===== config.mk =====
export PLATFORM = sky130hd
export DESIGN_NAME = tfd_queue
export DESIGN_NICKNAME = d
export VERILOG_FILES = /design/src/sv/assert_macros.svh /design/src/sv/tfd_pkg.sv /design/src/sv/tfd_queue.sv
export SDC_FILE = /design/constraint.sdc
export NUM_CORES = 1
export LEC_CHECK = 0
export BUFFER_PORTS_ARGS = -buffer_cell sky130_fd_sc_hd__buf_4
export CELL_PAD_IN_SITES_DETAIL_PLACEMENT = 1
export CELL_PAD_IN_SITES_GLOBAL_PLACEMENT = 1
export CORE_UTILIZATION = 36
export DETAILED_ROUTE_END_ITERATION = 8
export GPL_ROUTABILITY_DRIVEN = 0
export PLACE_DENSITY_LB_ADDON = 0.1
export SETUP_SLACK_MARGIN = 0.2
export SLEW_MARGIN = 20
export SYNTH_ARGS = -nofsm -noshare
export SYNTH_HDL_FRONTEND = slang
export SYNTH_SLANG_ARGS = --single-unit

===== constraint.sdc =====
create_clock -name clk -period 8.18 [get_ports clk]
set_clock_uncertainty 0.05 [all_clocks]
set_input_delay 0 -clock clk [delete_from_list [all_inputs] [get_ports clk]]
set_output_delay 0 -clock clk [all_outputs]
set_load 0.03 [all_outputs]

===== src/sv/assert_macros.svh =====
// Assertion macros for the fan decomposition RTL.
`ifndef ASSERT_MACROS_SVH
`define ASSERT_MACROS_SVH
`ifndef SYNTHESIS
// Clocked property on clk, disabled while rst_n is low.
`define TFD_ASSERT(lbl, prop, msg) lbl: assert property (@(posedge clk) disable iff (!rst_n) prop) else $error(msg);
// Condition that must never hold at a clock edge.
`define TFD_NEVER(lbl, cond, msg) lbl: assert property (@(posedge clk) disable iff (!rst_n) !(cond)) else $error(msg);
`else
`define TFD_ASSERT(lbl, prop, msg)
`define TFD_NEVER(lbl, cond, msg)
`endif
`endif


===== src/sv/tfd_pkg.sv =====
// Types, constants and tables of the triangle fan decomposition block.
`default_nettype none
package tfd_pkg;

    localparam int COORD_WIDTH  = 16;
    localparam int ANGLE_WIDTH  = 16;
    localparam int RADIUS_WIDTH = COORD_WIDTH + 1;
    localparam int DELTA_WIDTH  = COORD_WIDTH + 1;
    localparam int PROD_WIDTH   = 2 * DELTA_WIDTH;
    localparam int SUM_WIDTH    = PROD_WIDTH;
    localparam int CX_WIDTH     = COORD_WIDTH + 4;
    localparam int TURN_WIDTH   = 32;
    localparam int CORDIC_STEPS = 32;
    localparam int SQRT_STEPS   = SUM_WIDTH / 2;
    localparam int ROOT_WIDTH   = SQRT_STEPS;
    localparam int REM_WIDTH    = SQRT_STEPS + 3;
    localparam int PIPE_STAGES  = (CORDIC_STEPS > SQRT_STEPS) ? CORDIC_STEPS : SQRT_STEPS;
    localparam int QUEUE_DEPTH  = 2;

    localparam logic [TURN_WIDTH-1:0] TURN_HALF  = 32'h8000_0000;
    localparam logic [TURN_WIDTH-1:0] ROUND_HALF = 32'd1 << (31 - ANGLE_WIDTH);

    localparam logic [1:0] ST_EDGE    = 2'd0;
    localparam logic [1:0] ST_OUTSIDE = 2'd1;
    localparam logic [1:0] ST_INSIDE  = 2'd2;
    localparam logic [1:0] ST_DEGEN   = 2'd3;

    localparam logic [1:0] SLOT_0 = 2'd0;
    localparam logic [1:0] SLOT_1 = 2'd1;
    localparam logic [1:0] SLOT_2 = 2'd2;

    localparam logic [TURN_WIDTH-1:0] ATAN_TURN [CORDIC_STEPS] = '{
        32'h20000000, 32'h12E4051E, 32'h09FB385B, 32'h051111D4, 32'h028B0D43,
        32'h0145D7E1, 32'h00A2F61E, 32'h00517C55, 32'h0028BE53, 32'h00145F2F,
        32'h000A2F98, 32'h000517CC, 32'h00028BE6, 32'h000145F3, 32'h0000A2FA,
        32'h0000517D, 32'h000028BE, 32'h0000145F, 32'h00000A30, 32'h00000518,
        32'h0000028C, 32'h00000146, 32'h000000A3, 32'h00000051, 32'h00000029,
        32'h00000014, 32'h0000000A, 32'h00000005, 32'h00000003, 32'h00000001,
        32'h00000001, 32'h00000000
    };

    typedef struct packed {
        logic signed [COORD_WIDTH-1:0] first_x;
        logic signed [COORD_WIDTH-1:0] first_y;
        logic signed [COORD_WIDTH-1:0] second_x;
        logic signed [COORD_WIDTH-1:0] second_y;
        logic signed [COORD_WIDTH-1:0] third_x;
        logic signed [COORD_WIDTH-1:0] third_y;
        logic signed [COORD_WIDTH-1:0] point_x;
        logic signed [COORD_WIDTH-1:0] point_y;
    } item_t;

    typedef struct packed {
        logic [1:0]                    status;
        logic signed [ANGLE_WIDTH-1:0] start_angle;
        logic [ANGLE_WIDTH-1:0]        apex_angle;
        logic [RADIUS_WIDTH-1:0]       first_radius;
        logic [RADIUS_WIDTH-1:0]       second_radius;
        logic                          negative;
        logic                          last;
    } result_t;

    // Per-item classification carried from front to emitter.
    typedef struct packed {
        logic [1:0] status;
        logic       degen;
        logic       neg1;
        logic       zero1;
        logic       neg2;
        logic       zero2;
    } info_t;

    // Queue entry: rotated vertex deltas plus classification.
    typedef struct packed {
        logic [2:0][DELTA_WIDTH-1:0] dx;
        logic [2:0][DELTA_WIDTH-1:0] dy;
        info_t                       info;
    } desc_t;

    typedef struct packed {
        logic [1:0] slot;
        info_t      info;
    } tag_t;

    typedef struct packed {
        logic [TURN_WIDTH-1:0]   turn;
        logic [RADIUS_WIDTH-1:0] rad;
        logic                    atp;
    } ray_res_t;

endpackage
`default_nettype wire


===== src/sv/tfd_queue.sv =====
// Short queue of classified items between front end and back end.
`default_nettype none
module tfd_queue (
    input  logic           clk,
    input  logic           rst_n,
    input  tfd_pkg::desc_t push_desc,
    input  logic           push_valid,
    output logic           full,
    output tfd_pkg::desc_t head,
    output logic           head_valid,
    input  logic           pop
);
    import tfd_pkg::*;

    localparam int PW = (QUEUE_DEPTH > 1) ? $clog2(QUEUE_DEPTH) : 1;
    localparam int CW = $clog2(QUEUE_DEPTH + 1);

    desc_t          entry_reg [QUEUE_DEPTH];
    logic [PW-1:0]  wp_reg, rp_reg;
    logic [CW-1:0]  cnt_reg;
    logic           push;

    assign full       = (cnt_reg == CW'(QUEUE_DEPTH));
    assign head_valid = (cnt_reg != '0);
    assign head       = entry_reg[rp_reg];
    assign push       = push_valid && !full;

    always_ff @(posedge clk)
    begin
        if (push)
        begin
            entry_reg[wp_reg] <= push_desc;
        end
    end

    always_ff @(posedge clk or negedge rst_n)
    begin
        if (!rst_n)
        begin
            wp_reg  <= '0;
            rp_reg  <= '0;
            cnt_reg <= '0;
        end
        else
        begin
            if (push)
            begin
                wp_reg <= (wp_reg == PW'(QUEUE_DEPTH - 1)) ? '0 : wp_reg + 1'b1;
            end
            if (pop)
            begin
                rp_reg <= (rp_reg == PW'(QUEUE_DEPTH - 1)) ? '0 : rp_reg + 1'b1;
            end
            cnt_reg <= cnt_reg + CW'(push) - CW'(pop);
        end
    end
endmodule
`default_nettype wire


# ---- After elaboration in Yosys (flattened, before gate mapping)
# Memory sizes are Yosys's and may differ from the RTL's.
# Cells that the tools add are included.
dict set report word_totals {
  out_inout_bits 111
  input_bits 113
  wordCells 16
  mem_count 1
  ram_bits 218
  register_bits 4
}
dict set report classes {
  mux 4
  reduce_logical 3
  n_addsub 4
  eq_ne 1
}
# name depth width rd rd_ports_with_merged_regs write_ports line_no
set memory_table {}
lappend memory_table {entry_reg 2 109 1 0 1 tfd_queue.sv:18} ;# desc_t entry_reg [QUEUE_DEPTH];
# cell n
set op_table {}
lappend op_table {{$mux 1} 4}
lappend op_table {{$add 1x1->1 const B} 2}
lappend op_table {{$add 2x1->2} 1}
lappend op_table {{$eq 2x2->1 const B} 1}
lappend op_table {{$reduce_bool 2->1} 1}
lappend op_table {{$sub 2x1->2} 1}
lappend op_table {{$logic_and 1x1->1} 1}
lappend op_table {{$logic_not 1->1} 1}

# ---- Logic depth before layout (Yosys ltp)
dict set report depth {
  word_depth 5
  depth_mapped 7
  ltp_nobuf 7
}

# ---- Worst setup path after synthesis
# Ideal clock, no wire load.
dict set report synth_path {
  path_type {register to register}
  from {register cnt_reg[1]}
  to {memory entry_reg[0][0] (netlist name), enable pin}
  setup_time_ps 578
  path_stages_with_launch 4
  synth_period_minus_slack_ps 5750
  path_buffers 0
  required_ps 7552
  arrival_time_ps 5122
  path_slack_ps 2430
  cell_sequence {dfrtp_1 nand2b_1 nand2_1 nor2_1}
}
dict set report synth_between {
  elab_chain_len 5
}
# element line_no
set synth_lines {}
lappend synth_lines {{start, declared} tfd_queue.sv:20} ;# logic [CW-1:0] cnt_reg;
lappend synth_lines {{start signal, assigned} tfd_queue.sv:54} ;# cnt_reg <= cnt_reg + CW'(push) - CW'(pop);
lappend synth_lines {{$eq 2x2->1} tfd_queue.sv:23} ;# assign full = (cnt_reg == CW'(QUEUE_DEPTH));
lappend synth_lines {{$logic_not 1->1} tfd_queue.sv:26} ;# assign push = push_valid && !full;
lappend synth_lines {{$logic_and 1x1->1} tfd_queue.sv:26}
lappend synth_lines {{$mux 1} tfd_queue.sv:30} ;# if (push)
lappend synth_lines {{$mux 1 (implied by the code)} tfd_queue.sv:32} ;# entry_reg[wp_reg] <= push_desc;
lappend synth_lines {{end, declared} tfd_queue.sv:18}
# Every way passes these cells.

==> run_results.csv <==
group,metric,value,unit
global_routing,met1_usage,0.162,
sta,worst_pin_slew,929,ps
sta,finalSetupViolations,0,
die,row_count,56,
setup_path,worst-endpoint-arrival,2860,ps
detailed_routing,detail-route-antenna-nets,0,
sta,max_slew_margin,0.381,
status,run_status,"complete, no violations",
setup_path,cp_max_fo,61,
clock_tree,insertion_delay,500,ps
global_routing,grt_usage,0.142,
power_and_ir_drop,p_leak,4.92,nW
power_and_ir_drop,fin_total_pwr,0.00448,W
clock_tree,cts.clk_slew.worst_paths,60,ps
power_and_ir_drop,power_density,363,nW/µm²
detailed_routing,drt-pass1-iter-count,4,
die,core,23400,µm²
layout,nFillCells,2205,
synth,ys_seq_elements,222,
setup_path,crit_required,8130,ps
layout,final_nets,825,
synth,synthCells,356,
sta,finalCritPeriodShare,0.356,
sta,rsz0062_at_grt,"false",
sta,setup_tns,0,ps
layout,drive_above_1_share,0.511,
setup_path,worstPathCellList,"buf_6 -> mux2_4 -> buf_4",
synth,avgSynthCellArea,24.0,µm²
die,die_w,156,µm
sta,drv_slew,0,
die,start_util,0.366,
synth,ys_seq_area_frac,0.776,
die,fp.dieH,156,µm
detailed_routing,wl,17.7,mm
global_routing,grt_pass1_wl,26.3,mm
global_routing,antenna_found_initial,0,
layout,largest_reg_flops,218,
clock_tree,holdBufCountCts,113,
place,io_buffers,223,
synth,yosysWarnings,0,
job,drv_cap,0,
place,hpwl,10.7,mm
die,ios,224,
layout,final_core_util,0.528,
clock_tree,numCtsBuffers,25,
synth,synthTopCellsByArea,"edfxtp_1 (76%), mux2_4 (18%), buf_12 (2.3%)",
setup_path,r2r_start,"cnt_reg[1]$_DFF_PN0_",
clock_tree,htree_levels,1,
layout,antenna-diode-count,0,
synth,synth_area,8560,µm²
clock_tree,root_buffer,"clkbuf_16",
clock_tree,cts_sinks,222,
global_routing,grt_max_degree,82,
detailed_routing,route.detailed.drc,0,
synth,yosys.area.top_type,"edfxtp_1",
sta,hold_viol,0,
worst_hold_path,hold_end,"entry_reg[1][90]$_DFFE_PP_",
power_and_ir_drop,peakVddDrop,0.223,mV
setup_path,crit_path_max_incr_delay,1040,ps
synth,ys_types,16,
global_routing,grt_util_met3,0.0342,
setup_path,r2r-end,"entry_reg[0][78]$_DFFE_PP_",
setup_path,start_kind,"register",
setup_path,crit_type,"reg2out",
worst_hold_path,worstHoldPathCells,2,
sta,fin_hold_ws,175,ps
setup_path,reg2regPathDepth,4,
setup_path,r2r_slack,5560,ps
clock_tree,cts_tree,"built",
detailed_routing,drt_iter0_markers,175,
detailed_routing,via_count,4561,
sta,max_freq,344,MHz
layout,postLayoutCellArea,12400,µm²
place,post_dp_cell_area,10500,µm²
detailed_routing,viasPerCell,4.36,
clock_tree,postCtsSetupRepairBufs,0,
setup_path,end_kind,"output pin",
synth,synth_top_area_frac,0.765,
setup_path,crit_slowest_cell,"dfrtp_4",
layout,seq_area,6650,µm²
synth,synth_nets,471,
die,die_area,24400,µm²
layout,area_growth,44.4,%
sta,min_period,2910,ps
global_routing,gr-total-overflow,0,
clock_tree,cts_resized,0,
layout,multi_input_area,1700,µm²
global_routing,grt.busiest_layer,"met2",
global_routing,globalRouteMet2Util,0.262,
worst_hold_path,worstHoldStart,"push_desc[90]",
worst_hold_path,hp-class,"in2reg",
global_routing,grt_pass1_vias,5013,
setup_path,cp_top_family,"flip-flops",
detailed_routing,post_drt_wl_per_cell,16.9,µm
setup_path,worst-path-buf-inv,2,
clock_tree,clk_path_buf_depth,3,
[metal layers]
| metal | part of all wire | wire [µm] |
|---|---|---|
| met1 | 0.39 | 6840 |
| met2 | 0.53 | 9300 |
| met3 | 0.069 | 1220 |
| met4 | 0.020 | 346 |
| met5 | 0 | 0 |
[stage by stage]
stage          worst slack (ps)  std cells
3_3_place_gp               5320        889
2_1_floorplan              2430        356
6_report                   5270       1047
4_1_cts                    5180       1047
5_1_grt                    5110       1047
3_5_place_dp               5210        889
[final cells by class]
cell class              count  area share
clock inverters            12     0.00850
multi-input cells         120       0.138
repair buffers            339       0.230
clock buffers              33      0.0531
flip-flops and latches    222       0.538
inverters                   2    0.000607
well taps                 319      0.0323
[layout by cell type (no fill, tap or decap)]
cell type / synthesis / routed
buf_4: 0 / 223
edfxtp_1: 218 / 218
dlygate4sd3_1: 0 / 113
mux2_4: 100 / 100
clkbuf_16: 0 / 25
mux2_2: 9 / 9
clkbuf_1: 0 / 8
clkinv_2: 0 / 6
clkinv_1: 0 / 4
xnor2_1: 3 / 3
dfrtp_1: 4 / 3
buf_6: 1 / 3
inv_1: 2 / 2
ha_1: 2 / 2
bufinv_16: 0 / 2
nand2b_1: 1 / 1
nand2_1: 1 / 1
nor2_4: 0 / 1
or2_2: 1 / 1
and3_4: 0 / 1
xor2_1: 1 / 1
dfrtp_4: 0 / 1
[cells in the mapped netlist]
master and number:
dfrtp_1 4, mux2_2 9, edfxtp_1 218, ha_1 2
nand2_1 1, nor2_1 1, xnor2_1 3, buf_2 1
buf_6 1, buf_12 10, nand2b_1 1, xor2_1 1
and3_1 1, mux2_4 100, inv_1 2, or2_2 1
[worst register-to-register path, cell delays in order, from the launching register on]
cell and delay [ps]:
dfrtp_1 390, nand2b_1 140, nand2_1 150, nor2_4 710, buf_6 740
[logic make-up (layout without fill, tap and decap cells)]
kind of cell / after synthesis / count (layout) / share of synthesized area
adder cells (fa/ha/maj): 2 / 2 / 0.00292
multiplexers: 109 / 109 / 0.187
AND/OR/NAND/NOR: 5 / 5 / 0.00307
flip-flops: 222 / 222 / 0.776
buffers and inverters: 14 / 386 / 0.0262
XOR/XNOR: 4 / 4 / 0.00409
[power breakdown]
| part | total, W | internal [W] | switching [W] |
|---|---|---|---|
| clock network | 0.00104 | 0.000623 | 0.000414 |
| registers | 0.00169 | 0.00156 | 0.000127 |
| logic | 0.00176 | 0.000795 | 0.000965 |
[worst max-delay path by stage]
stage                               from                    endpoint  slack, ps  cells after the start
floorplan           cnt_reg[1]$_DFF_PN0_   entry_reg[0][0]$_DFFE_PP_       2430                      3
global placement    cnt_reg[1]$_DFF_PN0_  entry_reg[0][84]$_DFFE_PP_       5320                      4
detailed placement  cnt_reg[0]$_DFF_PN0_  entry_reg[0][83]$_DFFE_PP_       5210                      4
CTS                   rp_reg$_DFFE_PN0P_                    head[39]       5180                      3
global route          rp_reg$_DFFE_PN0P_                    head[42]       5110                      3
finish                rp_reg$_DFFE_PN0P_                    head[24]       5270                      3
Power figures use the tool's default switching activity.
